File: src/hw/rtl/sqe_pkg.sv
// Shared constants, command/status types for the sample quantile engine.
`default_nettype none

package sqe_pkg;

  localparam int unsigned MaxSamples  = 1024;
  localparam int unsigned AddrW       = $clog2(MaxSamples);
  localparam int unsigned CntW        = AddrW + 1;
  localparam int unsigned SampleW     = 16;
  localparam int unsigned FracW       = 16;
  localparam int unsigned ProbW       = 17;
  localparam int unsigned NumProbRegs = 6;
  localparam int unsigned NumProbW    = 3;
  localparam int unsigned IdxW        = 3;
  localparam int unsigned CfgIdxW     = 3;
  localparam int unsigned ResultW     = 32;
  localparam int unsigned MulW        = ProbW + CntW;
  localparam int unsigned PosW        = MulW + 1;
  localparam int unsigned PosIntW     = PosW - 1 - FracW;

  localparam logic [ProbW-1:0]    ProbOne        = ProbW'(65536);
  localparam logic [PosW-1:0]     HalfQ16        = PosW'(32768);
  localparam logic [NumProbW-1:0] NumProbsReset  = NumProbW'(5);
  localparam logic [CfgIdxW-1:0]  CfgNumProbs    = CfgIdxW'(0);
  localparam logic [ProbW-1:0]    ProbReset [NumProbRegs] =
    '{ProbW'(0), ProbW'(1638), ProbW'(32768), ProbW'(63898), ProbW'(65536), ProbW'(32768)};

  typedef enum logic [2:0] {
    RD_I,
    RD_JM1,
    RD_JM2,
    RD_LO,
    RD_HI
  } rd_sel_e;

  typedef enum logic {
    WR_SHIFT,
    WR_PUT
  } wr_sel_e;

  typedef struct packed {
    logic    load_en;
    logic    rd_en;
    rd_sel_e rd_sel;
    logic    wr_en;
    wr_sel_e wr_sel;
    logic    v_load;
    logic    j_load;
    logic    j_dec;
    logic    i_init;
    logic    i_inc;
    logic    k_init;
    logic    k_inc;
    logic    pos_load;
    logic    idx_load;
    logic    dl_load;
    logic    prod_load;
    logic    out_load;
  } cmd_t;

  typedef struct packed {
    logic ds_done;
    logic n_zero;
    logic n_gt1;
    logic i_next_lt_n;
    logic shift_gt;
    logic j_is_one;
    logic last_k;
    logic out_busy;
  } sts_t;

endpackage

`default_nettype wire

File: src/hw/rtl/sqe_ctrl.sv
// Sequencer: load, in-place insertion sort, per-probability interpolation.
`default_nettype none

module sqe_ctrl (
  input  wire logic          clk_i,
  input  wire logic          rst_ni,
  input  sqe_pkg::sts_t      sts_i,
  output sqe_pkg::cmd_t      cmd_o
);
  import sqe_pkg::*;

  typedef enum logic [3:0] {
    ST_IDLE,
    ST_CHECK,
    ST_RD_I,
    ST_GET_V,
    ST_CMP,
    ST_PUT,
    ST_POS,
    ST_IDX,
    ST_RD_LO,
    ST_RD_HI,
    ST_MUL,
    ST_SUM
  } state_e;

  state_e state_q, state_d;

  // next state and commands
  always_comb begin
    state_d = state_q;
    cmd_o   = '0;
    cmd_o.rd_sel = RD_I;
    cmd_o.wr_sel = WR_PUT;
    case (state_q)
      ST_IDLE: begin
        cmd_o.load_en = 1'b1;
        if (sts_i.ds_done) state_d = ST_CHECK;
      end
      ST_CHECK: begin
        if (sts_i.n_zero) begin
          state_d = ST_IDLE;
        end else begin
          cmd_o.i_init = 1'b1;
          cmd_o.k_init = 1'b1;
          state_d = sts_i.n_gt1 ? ST_RD_I : ST_POS;
        end
      end
      ST_RD_I: begin
        cmd_o.rd_en  = 1'b1;
        cmd_o.rd_sel = RD_I;
        cmd_o.j_load = 1'b1;
        state_d = ST_GET_V;
      end
      ST_GET_V: begin
        cmd_o.v_load = 1'b1;
        cmd_o.rd_en  = 1'b1;
        cmd_o.rd_sel = RD_JM1;
        state_d = ST_CMP;
      end
      ST_CMP: begin
        if (sts_i.shift_gt) begin
          cmd_o.wr_en  = 1'b1;
          cmd_o.wr_sel = WR_SHIFT;
          cmd_o.j_dec  = 1'b1;
          if (sts_i.j_is_one) begin
            state_d = ST_PUT;
          end else begin
            cmd_o.rd_en  = 1'b1;
            cmd_o.rd_sel = RD_JM2;
          end
        end else begin
          state_d = ST_PUT;
        end
      end
      ST_PUT: begin
        cmd_o.wr_en  = 1'b1;
        cmd_o.wr_sel = WR_PUT;
        cmd_o.i_inc  = 1'b1;
        state_d = sts_i.i_next_lt_n ? ST_RD_I : ST_POS;
      end
      ST_POS: begin
        cmd_o.pos_load = 1'b1;
        state_d = ST_IDX;
      end
      ST_IDX: begin
        cmd_o.idx_load = 1'b1;
        state_d = ST_RD_LO;
      end
      ST_RD_LO: begin
        cmd_o.rd_en  = 1'b1;
        cmd_o.rd_sel = RD_LO;
        state_d = ST_RD_HI;
      end
      ST_RD_HI: begin
        cmd_o.dl_load = 1'b1;
        cmd_o.rd_en   = 1'b1;
        cmd_o.rd_sel  = RD_HI;
        state_d = ST_MUL;
      end
      ST_MUL: begin
        cmd_o.prod_load = 1'b1;
        state_d = ST_SUM;
      end
      ST_SUM: begin
        if (!sts_i.out_busy) begin
          cmd_o.out_load = 1'b1;
          cmd_o.k_inc    = 1'b1;
          state_d = sts_i.last_k ? ST_IDLE : ST_POS;
        end
      end
      default: state_d = ST_IDLE;
    endcase
  end

  // state register
  always_ff @(posedge clk_i or negedge rst_ni) begin
    if (!rst_ni) begin
      state_q <= ST_IDLE;
    end else begin
      state_q <= state_d;
    end
  end

  // a result is only loaded when the output register is free
  a_no_overwrite: assert property (@(posedge clk_i) disable iff (!rst_ni)
    cmd_o.out_load |-> !sts_i.out_busy) else $error("result overwrite");
  // a dataset close returns to the check step
  a_close: assert property (@(posedge clk_i) disable iff (!rst_ni)
    (state_q == ST_IDLE && sts_i.ds_done) |=> state_q == ST_CHECK)
    else $error("close not followed by check");
  // sort writes never coincide with loading
  a_wr_excl: assert property (@(posedge clk_i) disable iff (!rst_ni)
    cmd_o.wr_en |-> !cmd_o.load_en) else $error("write conflict");

endmodule

`default_nettype wire

File: config.mk
export PLATFORM = sky130hd
export DESIGN_NAME = sqe_ctrl
export DESIGN_NICKNAME = d
export VERILOG_FILES = /design/src/hw/rtl/sqe_pkg.sv /design/src/hw/rtl/sqe_ctrl.sv
export SDC_FILE = /design/constraint.sdc
export NUM_CORES = 1
export LEC_CHECK = 0
export ABC_CLOCK_PERIOD_IN_PS = 1650
export BUFFER_PORTS_ARGS = -buffer_cell sky130_fd_sc_hd__buf_2
export CAP_MARGIN = 20
export CORE_AREA = 2 2 39 41
export CTS_BUF_LIST = sky130_fd_sc_hd__clkbuf_16
export CTS_CLUSTER_DIAMETER = 30
export DETAILED_ROUTE_END_ITERATION = 10
export DIE_AREA = 0 0 41 43
export PLACE_DENSITY = 0.69
export SKIP_CTS_REPAIR_TIMING = 1
export SYNTH_ARGS = -nofsm -noshare
export SYNTH_HDL_FRONTEND = slang
export SYNTH_SLANG_ARGS = --single-unit
File: constraint.sdc
create_clock -name clk_i -period 1.65 [get_ports clk_i]
set_input_delay 0.0825 -clock clk_i [delete_from_list [all_inputs] [get_ports clk_i]]
set_output_delay 0.0825 -clock clk_i [all_outputs]
set_load 0.02 [all_outputs]
* Yosys cells after proc, flatten, opt, wreduce, memory -nomap -nowiden
Index checks and enable logic that the tools add are counted.
** Word-level totals
- Memories :: 0
- Word-level logic and storage cells :: 44
- Memory bits (writable) :: 0
- Memory bits (read-only) :: 0
- Register bits after elaboration :: 4
- Latch bits :: 0
** Operators by class
- Bitwise logic cells :: 0
- Reductions and logical operators :: 2
- $lt $le $gt $ge :: 0
- Multiply operators :: 0
- Add/sub/neg operators :: 0
- Mux-type cells :: 27
- Eq/ne operators :: 14
- Shifts and indexed selects :: 0
- Div/mod/pow operators :: 0
** Operators with widths (number)
- one-hot mux 4 bit (12 select lines) :: 1
- 2-to-1 mux 4 bit :: 5
- one-hot mux 4 bit (5 select lines) :: 1
- equality test 4 x 3 -> 1 bit (second input constant) :: 4
- equality test 4 bit (second input constant) :: 4
- 2-to-1 mux 1 bit :: 14
- 2-to-1 mux 3 bit :: 4
- equality test 4 x 2 -> 1 bit (second input constant) :: 2
- 2-to-1 mux 6 bit :: 1
- equality test 4 x 1 -> 1 bit (second input constant) :: 1
- logical NOT 4 bit :: 1
- != test 2 bit (second input constant) :: 2
- one-hot mux 2 bit (2 select lines) :: 1
- != test 3 bit (second input constant) :: 1
- AND reduction 3 bit :: 1

* Logic depth before layout (Yosys ltp)
Gate-level depths: netlist of the first run.
- Depth after elaboration :: 3
- Mapped depth :: 5

* Worst setup path after synthesis of the first run
Ideal clock, no wire load.
- Kind :: register -> register
- Start point :: register state_q[2]
- End point :: register state_q[2]
- Required time :: 1488 ps
- Data arrival time :: 1456 ps
- Period minus slack after synthesis :: 1618 ps
- Slack :: 32 ps
- Stages on the path, launching flop included :: 5
- Library setup time :: 162 ps
- Path buffers :: 1
- Cells stage by stage :: dfrtp_1 -> buf_6 -> or2_4 -> nor3_1 -> a222oi_1
** Between the ends
- Longest elaborated chain between the ends :: 3
- Elaborated cells between the ends (all ways) :: 17
- Classes of those cells :: 14 x eq/ne; 1 x mux; 2 x reduce/logical
** RTL lines
- from (decl) :: RTL line sqe_ctrl.sv:27 : state_e state_q, state_d;
- from (signal assigned) :: RTL line sqe_ctrl.sv:121 : state_q <= state_d;
- equality test 4 x 3 -> 1 bit, or another cell as far along :: RTL line sqe_ctrl.sv:35 : case (state_q)
- != test 3 bit (no line) / != test 2 bit (equally long branches)
- AND reduction 3 bit (no line)
Parallel ways exist; a longest one is shown, timed or not.
A chain may end at the register's enable or synchronous reset.

==> results.txt, run 1 <==
DR WL/cell: 11.9 µm
largest net degree at the start of global routing: 13
crit-path max FO: 12
Worst Path Arrival: 1.49 ns
Core Area: 0.00138 mm²
CTS H-tree depth: 1
Clock Tree Root: clkbuf_16
Clock Pin Slew Worst Setup and Hold Paths: 0.03 ns
Synth Instances: 61
IO Count: 29
layout cells sized above 1: 0.461
Syn Area/Cell: 6.95 µm²
final instance area: 652 µm²
Yosys warnings: 0
final setup fails: 0
first-pass GRT wire length: 1860 µm
Site Rows: 14
MaxCap Viol Count: 0
vias in the first global route: 457
leakage: 0.342 nW
clk sinks: 4
GRT Total Usage: 0.154
TritonCTS clock tree: yes
Biggest register: state_q
CP endpoint kind: output pin
Tot Pwr: 1.51 mW
max frequency: 0.634 GHz
Worst Tran Pin Value: 0.308 ns
post-detail-place hpwl: 972 µm
Setup WS post-layout: 0.0733 ns
crit path launch type: flop
Die Area: 0.00176 mm²
initial antenna violation count: 0
Final Critical Period: 1.58 ns
setup_tns: 0 ns
most common cell in the netlist: nor2_1
PortBufs: 28
Top FF cell, synth: dfrtp_1
RSZ-0062 raised after global routing: false
area growth from synthesis to layout: 53.7%
die width: 41 µm
Net count, final: 101
Final Slew Violations: 0
Max IR drop VDD: 782 µV
Residual DRC: 0
number of CTS-inserted buffers: 3
placed inst area: 556 µm²
register area share after synthesis: 0.236
fin crit share: 0.956
flops & latches, synth: 4
total power divided by cell area: 2320 mW/mm²
Crit Path Class: reg2out
initial DRC count: 23
Cell Area, Synth: 424 µm²
Yosys cell types: 24
Req. time, crit path: 1.57 ns
Worst Hold Class: in2reg
Final Hold Vio Count: 0
Post-synth EDFFs: 0
GPL Wtd Cong: 0.845
gr ovfl total: 0
Initial Util: 0.307
post-synth net total: 71
via count: 523
Pre-antenna DRT Iters: 4
buffer depth of the longest clock path: 2
Post-synth ARST share: 1.00
max_slew headroom: 0.793
final hold slack: 0.143 ns
Place WS: 0.196 ns
dpl cells: 101
Synth top cells by count: 15 x nor2_1, 4 x a21oi_1, 4 x dfrtp_1
synth top area cells: dfrtp_1 24%, nor2_1 13%, buf_4 5.3%
Largest regs: state_q (4)
Skew-Pair Late Insertion Delay: 0.22 ns
final core utilization: 0.471
Final ANT Viol Nets: 0
area leader, netlist: dfrtp_1
FILL cells: 143
status: finished clean
vias per cell: 4.98
Routed WL: 1250 µm
share of the synthesized area in the top cell type: 0.236
Layout Cells excl Fill: 105
worst clock skew: 0.00163 ns
# diodes: 0
max reg flops: 4
chip height: 43 µm
[placed cells by master (no fill, tap or decap)]
master and instances:
xnor2_1 1, o21ai_0 3, clkbuf_16 3, a21oi_1 4
nand2_1 3, nor3_1 3, nor2_4 1, inv_1 3
nand2_2 1, nand4b_1 1, a222oi_1 1, a211oi_1 1
buf_4 2, nand2b_1 3, a31o_2 1, buf_2 28
dfrtp_2 3, or2_4 1, dfrtp_1 1, nand3_1 3
or2b_1 2, nor2b_1 1, nor2_1 14, nor3_4 1
o22ai_1 1, o31ai_1 2, dlygate4sd3_1 1
[worst max-delay path: stages (launching register included)]
cell and delay, ns:
dfrtp_2 0.48, or2_4 0.30, nor3_1 0.26, buf_2 0.23
[logic make-up after synthesis]
family / after synthesis / synth area share
flops: 4 / 0.236
compound gates: 13 / 0.195
simple gates: 34 / 0.419
xor+xnor: 1 / 0.0207
buf+inv: 9 / 0.130
[worst paths after layout]
kind                       startpoint          to  slack [ns]  depth (start not counted)
max                        state_q[3]   cmd_o[18]        0.07                          3
min                          sts_i[0]  state_q[1]        0.14                          3
max reg2reg                state_q[1]  state_q[2]        0.22                          4
min reg2reg                state_q[0]  state_q[0]        0.54                          1
max in group asynchronous      rst_ni  state_q[3]        1.33                          2
min in group asynchronous      rst_ni  state_q[2]        0.19                          2
[final cells by class]
cell class | count | area (µm²) | area share
repair buffers | 31 | 165 | 0.253
multi-input cells | 48 | 277 | 0.424
flip-flops and latches | 4 | 104 | 0.159
well taps | 16 | 20.0 | 0.0307
inverters | 3 | 11.3 | 0.0173
clock buffers | 3 | 75.1 | 0.115
[report_power, final]
part           total, mW  switching, mW  leakage [nW]  internal [mW]
Clock              0.376         0.0666        0.0370          0.310
Sequential         0.255         0.0999        0.0463          0.155
Combinational      0.881          0.545         0.259          0.336
Total               1.51          0.712         0.342          0.801
[layer usage]
| layer | routed length (µm) | vias to the layer above | GRT usage |
|---|---|---|---|
| met2 | 615 | 29 | 0.238 |
| met3 | 102 | 0 | 0.0471 |
| met5 | 0 | - | 0 |
| met4 | 0 | 0 | 0.0800 |
| li1 | - | 262 | - |
| met1 | 534 | 232 | 0.181 |
Note: power is estimated with default switching activity, not from simulation.
==> run 2: changes to the inputs <==
--- a/config.mk
+++ b/config.mk
@@ -5,6 +5,7 @@
 export SDC_FILE = /design/constraint.sdc
 export NUM_CORES = 1
 export LEC_CHECK = 0
+export ABC_AREA = 1
 export ABC_CLOCK_PERIOD_IN_PS = 1650
 export BUFFER_PORTS_ARGS = -buffer_cell sky130_fd_sc_hd__buf_2
 export CAP_MARGIN = 20
@@ -13,7 +14,7 @@
 export CTS_CLUSTER_DIAMETER = 30
 export DETAILED_ROUTE_END_ITERATION = 10
 export DIE_AREA = 0 0 41 43
-export PLACE_DENSITY = 0.69
+export PLACE_DENSITY = 0.7
 export SKIP_CTS_REPAIR_TIMING = 1
 export SYNTH_ARGS = -nofsm -noshare
 export SYNTH_HDL_FRONTEND = slang
==> results.txt, run 2 <==
worst clock skew: 0.00200 ns
Biggest register: state_q
GPL Wtd Cong: 0.874
setup_tns: 0 ns
initial DRC count: 23
Crit Path Class: reg2out
Skew-Pair Late Insertion Delay: 0.22 ns
Setup WS post-layout: 0.0806 ns
leakage: 0.474 nW
Clock Pin Slew Worst Setup and Hold Paths: 0.03 ns
PortBufs: 28
RR Startpoint: state_q[2]
total power divided by cell area: 2100 mW/mm²
# diodes: 0
max_slew headroom: 0.828
max reg flops: 4
Worst Path Arrival: 1.49 ns
Clock Tree Root: clkbuf_16
Max IR drop VDD: 1000 µV
CP Launch Point: state_q[1]
clk sinks: 4
DR WL/cell: 10.7 µm
buffer depth of the longest clock path: 2
MaxCap Viol Count: 0
GRT Total Usage: 0.159
Syn Area/Cell: 5.61 µm²
final hold slack: 0.194 ns
Req. time, crit path: 1.57 ns
FILL cells: 132
largest net degree at the start of global routing: 8
gr ovfl total: 0
layout cells sized above 1: 0.404
Largest regs: state_q (4)
Final Hold Vio Count: 0
r2r setup slk: 0.28 ns
Pre-antenna DRT Iters: 4
TritonCTS clock tree: yes
Worst Tran Pin Value: 0.258 ns
post-detail-place hpwl: 970 µm
R2R cell count: 7
chip height: 43 µm
vias per cell: 4.75
most common cell in the netlist: nand2_1
most frequent cells in the layout: 27 x buf_2, 21 x nand2_1, 16 x inv_1, 8 x nor2_1, 5 x nand3_1
Final ANT Viol Nets: 0
area growth from synthesis to layout: 63.2%
Final Critical Period: 1.57 ns
Die Area: 0.00176 mm²
initial antenna violation count: 0
flops & latches, synth: 4
final instance area: 704 µm²
area leader, netlist: dfrtp_1
post-synth net total: 87
final setup fails: 0
Worst Hold Class: in2async
Synth top cells by count: 22 x nand2_1, 16 x inv_1, 10 x nor2_1
Post-synth EDFFs: 0
Yosys warnings: 0
Residual DRC: 0
CP endpoint kind: output pin
max frequency: 0.637 GHz
Site Rows: 14
Top FF cell, synth: dfrtp_1
register area share after synthesis: 0.232
synth top area cells: dfrtp_1 23%, nand2_1 19%, inv_1 14%
leading cell type in the layout, fill and taps excluded: buf_2
CTS H-tree depth: 1
Core Area: 0.00138 mm²
Post-synth ARST share: 1.00
Cell Area, Synth: 432 µm²
via count: 594
crit path launch type: flop
IO Count: 29
worst flop-to-flop path endpoint: state_q[2]
first-pass GRT wire length: 1910 µm
fin crit share: 0.951
crit-path max FO: 6
share of the synthesized area in the top cell type: 0.232
Yosys cell types: 16
placed inst area: 577 µm²
vias in the first global route: 510
die width: 41 µm
Final Slew Violations: 0
Synth Instances: 77
Routed WL: 1330 µm
Tot Pwr: 1.48 mW
Place WS: 0.248 ns
number of CTS-inserted buffers: 3
status: finished clean
Initial Util: 0.312
Net count, final: 121
[run 2: cell families after synthesis]
| group | count (synthesis) | synth area share |
|---|---|---|
| AND/OR/NAND/NOR | 51 | 0.554 |
| AO/OA/AOI/OAI | 2 | 0.0232 |
| flip-flops | 4 | 0.232 |
| buffers and inverters | 20 | 0.191 |
[run 2: worst max-delay path, cell delays in order (launching register included)]
cell	delay, ns
dfrtp_2	0.45
nor2_4	0.17
nand2_2	0.10
nor3_4	0.22
inv_1	0.09
nand4_1	0.08
buf_4	0.14
[run 2: worst max-delay path by stage]
stage               slack (ns)         end  cells past startpoint
finish                    0.08   cmd_o[17]                      6
detailed placement        0.25   cmd_o[17]                      6
global route             -0.01   cmd_o[17]                      6
global placement          0.29  state_q[2]                      6
floorplan                 0.08   cmd_o[13]                      5
CTS                      -0.01   cmd_o[17]                      6
[run 2: area by class of cell]
cell class	instances	area, µm²	share of cell area
Sequential cell	4	101	0.144
Clock buffer	3	75.1	0.107
Timing Repair Buffer	31	168	0.238
Multi-Input combinational cell	53	273	0.387
Inverter	18	67.6	0.0959
Tap cell	16	20.0	0.0284
[run 2: per-stage QoR]
step                       util  std cells
after floorplan               -         77
after global placement    0.417        119
after detailed placement  0.417        119
after CTS                 0.471        122
after global routing      0.509        125
final                     0.509        125
[run 2: metal layers]
metal	track usage	routed length (µm)	up-vias
li1	-	-	301
met1	0.182	488	266
met2	0.247	758	25
met3	0.0209	66	2
met4	0.127	21	0
met5	0	0	-
[run 2: power by group]
part / leakage, nW / internal, mW / total, mW / switching, mW
sequential: 0.0504 / 0.147 / 0.224 / 0.0762
clock: 0.0370 / 0.309 / 0.376 / 0.0670
combinational: 0.387 / 0.299 / 0.883 / 0.584
total: 0.474 / 0.756 / 1.48 / 0.727
==> run 3: changes to the inputs <==
--- a/config.mk
+++ b/config.mk
@@ -7,14 +7,15 @@
 export LEC_CHECK = 0
 export ABC_AREA = 1
 export ABC_CLOCK_PERIOD_IN_PS = 1650
-export BUFFER_PORTS_ARGS = -buffer_cell sky130_fd_sc_hd__buf_2
 export CAP_MARGIN = 20
 export CORE_AREA = 2 2 39 41
 export CTS_BUF_LIST = sky130_fd_sc_hd__clkbuf_16
 export CTS_CLUSTER_DIAMETER = 30
 export DETAILED_ROUTE_END_ITERATION = 10
 export DIE_AREA = 0 0 41 43
-export PLACE_DENSITY = 0.7
+export DONT_BUFFER_PORTS = 1
+export PLACE_DENSITY = 0.51
+export REMOVE_ABC_BUFFERS = 1
 export SKIP_CTS_REPAIR_TIMING = 1
 export SYNTH_ARGS = -nofsm -noshare
 export SYNTH_HDL_FRONTEND = slang
==> results.txt, run 3 (synthesis results as in run 2) <==
chip height: 43 µm
MaxCap Viol Count: 0
PortBufs: 0
Final Hold Vio Count: 0
RSZ-0062 raised after global routing: false
max reg flops: 4
Clock Pin Slew Worst Setup and Hold Paths: 0.03 ns
Net count, final: 100
r2r setup slk: 0.31 ns
buffer depth of the longest clock path: 2
Biggest register: state_q
post-detail-place hpwl: 903 µm
Worst Hold Class: in2reg
layout cells sized above 1: 0.239
Final Slew Violations: 0
dpl cells: 98
placed inst area: 489 µm²
total power divided by cell area: 2210 mW/mm²
Routed WL: 1110 µm
fin crit share: 0.937
Place WS: 0.231 ns
initial antenna violation count: 0
clk sinks: 4
DR WL/cell: 10.7 µm
GPL Wtd Cong: 0.790
vias per cell: 4.75
die width: 41 µm
setup_tns: 0 ns
FILL cells: 155
GRT Total Usage: 0.138
Top delay family on crit path: simple AND/OR/NAND/NOR gates
Core Area: 0.00138 mm²
first-pass GRT wire length: 1640 µm
CP max-delay cell: dfrtp_1
worst flop-to-flop path endpoint: state_q[1]
Final Critical Period: 1.55 ns
Crit Path Class: reg2out
Worst Tran Pin Value: 0.351 ns
crit-path max FO: 4
leading cell type in the layout, fill and taps excluded: nand2_1
CP endpoint kind: output pin
via count: 494
Req. time, crit path: 1.57 ns
Residual DRC: 0
Site Rows: 14
Hold Startpoint: sts_i[2]
Setup WS post-layout: 0.103 ns
Crit path largest cell delay: 0.41 ns
leakage: 0.372 nW
final setup fails: 0
IO Count: 29
R2R cell count: 7
number of CTS-inserted buffers: 3
TritonCTS clock tree: yes
vias in the first global route: 424
worst path bufs/invs: 1
CTS H-tree depth: 1
Clock Tree Root: clkbuf_16
Layout Cells excl Fill: 104
max frequency: 0.646 GHz
Max IR drop VDD: 994 µV
Final ANT Viol Nets: 0
Largest regs: state_q (4)
Skew-Pair Late Insertion Delay: 0.22 ns
status: finished clean
most frequent cells in the layout: 22 x nand2_1, 16 x inv_1, 9 x nor2_1, 9 x buf_4, 5 x nand3_1
Pre-antenna DRT Iters: 4
worst clock skew: 0.00248 ns
Initial Util: 0.312
max_slew headroom: 0.765
# diodes: 0
CP Cell Sequence: nor2_2, nand2_1, nor3_2, inv_1, nand4_1
Reg area: 101 µm²
Die Area: 0.00176 mm²
final instance area: 598 µm²
largest net degree at the start of global routing: 8
Multi-input gate area: 256 µm²
RR Startpoint: state_q[2]
gr ovfl total: 0
Worst Path Arrival: 1.46 ns
Worst Hold End: state_q[2]
WHS Path Cells: 3
initial DRC count: 10
crit path launch type: flop
area growth from synthesis to layout: 38.6%
run 3: worst min-delay path, cell delays in order:
cell,delay [ns]
nor3_2,0.02
inv_1,0.09
nand2_1,0.06
run 3: report_power, final:
part | internal [mW] | leakage (nW) | switching [mW]
Clock | 0.309 | 0.0370 | 0.0605
Sequential | 0.148 | 0.0504 | 0.0674
Combinational | 0.204 | 0.284 | 0.536
Total | 0.660 | 0.372 | 0.664
run 3: layout make-up:
cell class,count,share of cell area
multi-input combinational,53,0.429
sequential,4,0.169
timing repair buffer,10,0.130
clock buffer,3,0.126
inverter,18,0.113
tap,16,0.0335
run 3: metal layers:
layer	track usage	share of wire	routed length, µm	up-vias
met3	0.0157	0.035	39	0
met2	0.213	0.51	564	16
li1	-	-	-	255
met5	0	0	0	-
met1	0.176	0.46	508	223
met4	0.0800	0	0	0
run 3: per-stage QoR:
step	utilization	power, mW	hold WS (ns)
final	0.432	1.32	0.0695
after global routing	0.432	1.43	0.0861
after CTS	0.408	1.29	-0.444
after detailed placement	0.354	0.917	-0.213
after global placement	0.354	0.919	-0.213
after floorplan	-	0.776	-0.213
run 3: how the worst max path moves through the flow:
stage / start / to / cells after the start
4_1_cts: state_q[1] / cmd_o[17] / 5
6_report: state_q[3] / cmd_o[17] / 5
3_3_place_gp: state_q[1] / cmd_o[17] / 5
2_1_floorplan: state_q[3] / cmd_o[0] / 4
3_5_place_dp: state_q[1] / cmd_o[17] / 5
5_1_grt: state_q[0] / cmd_o[6] / 4
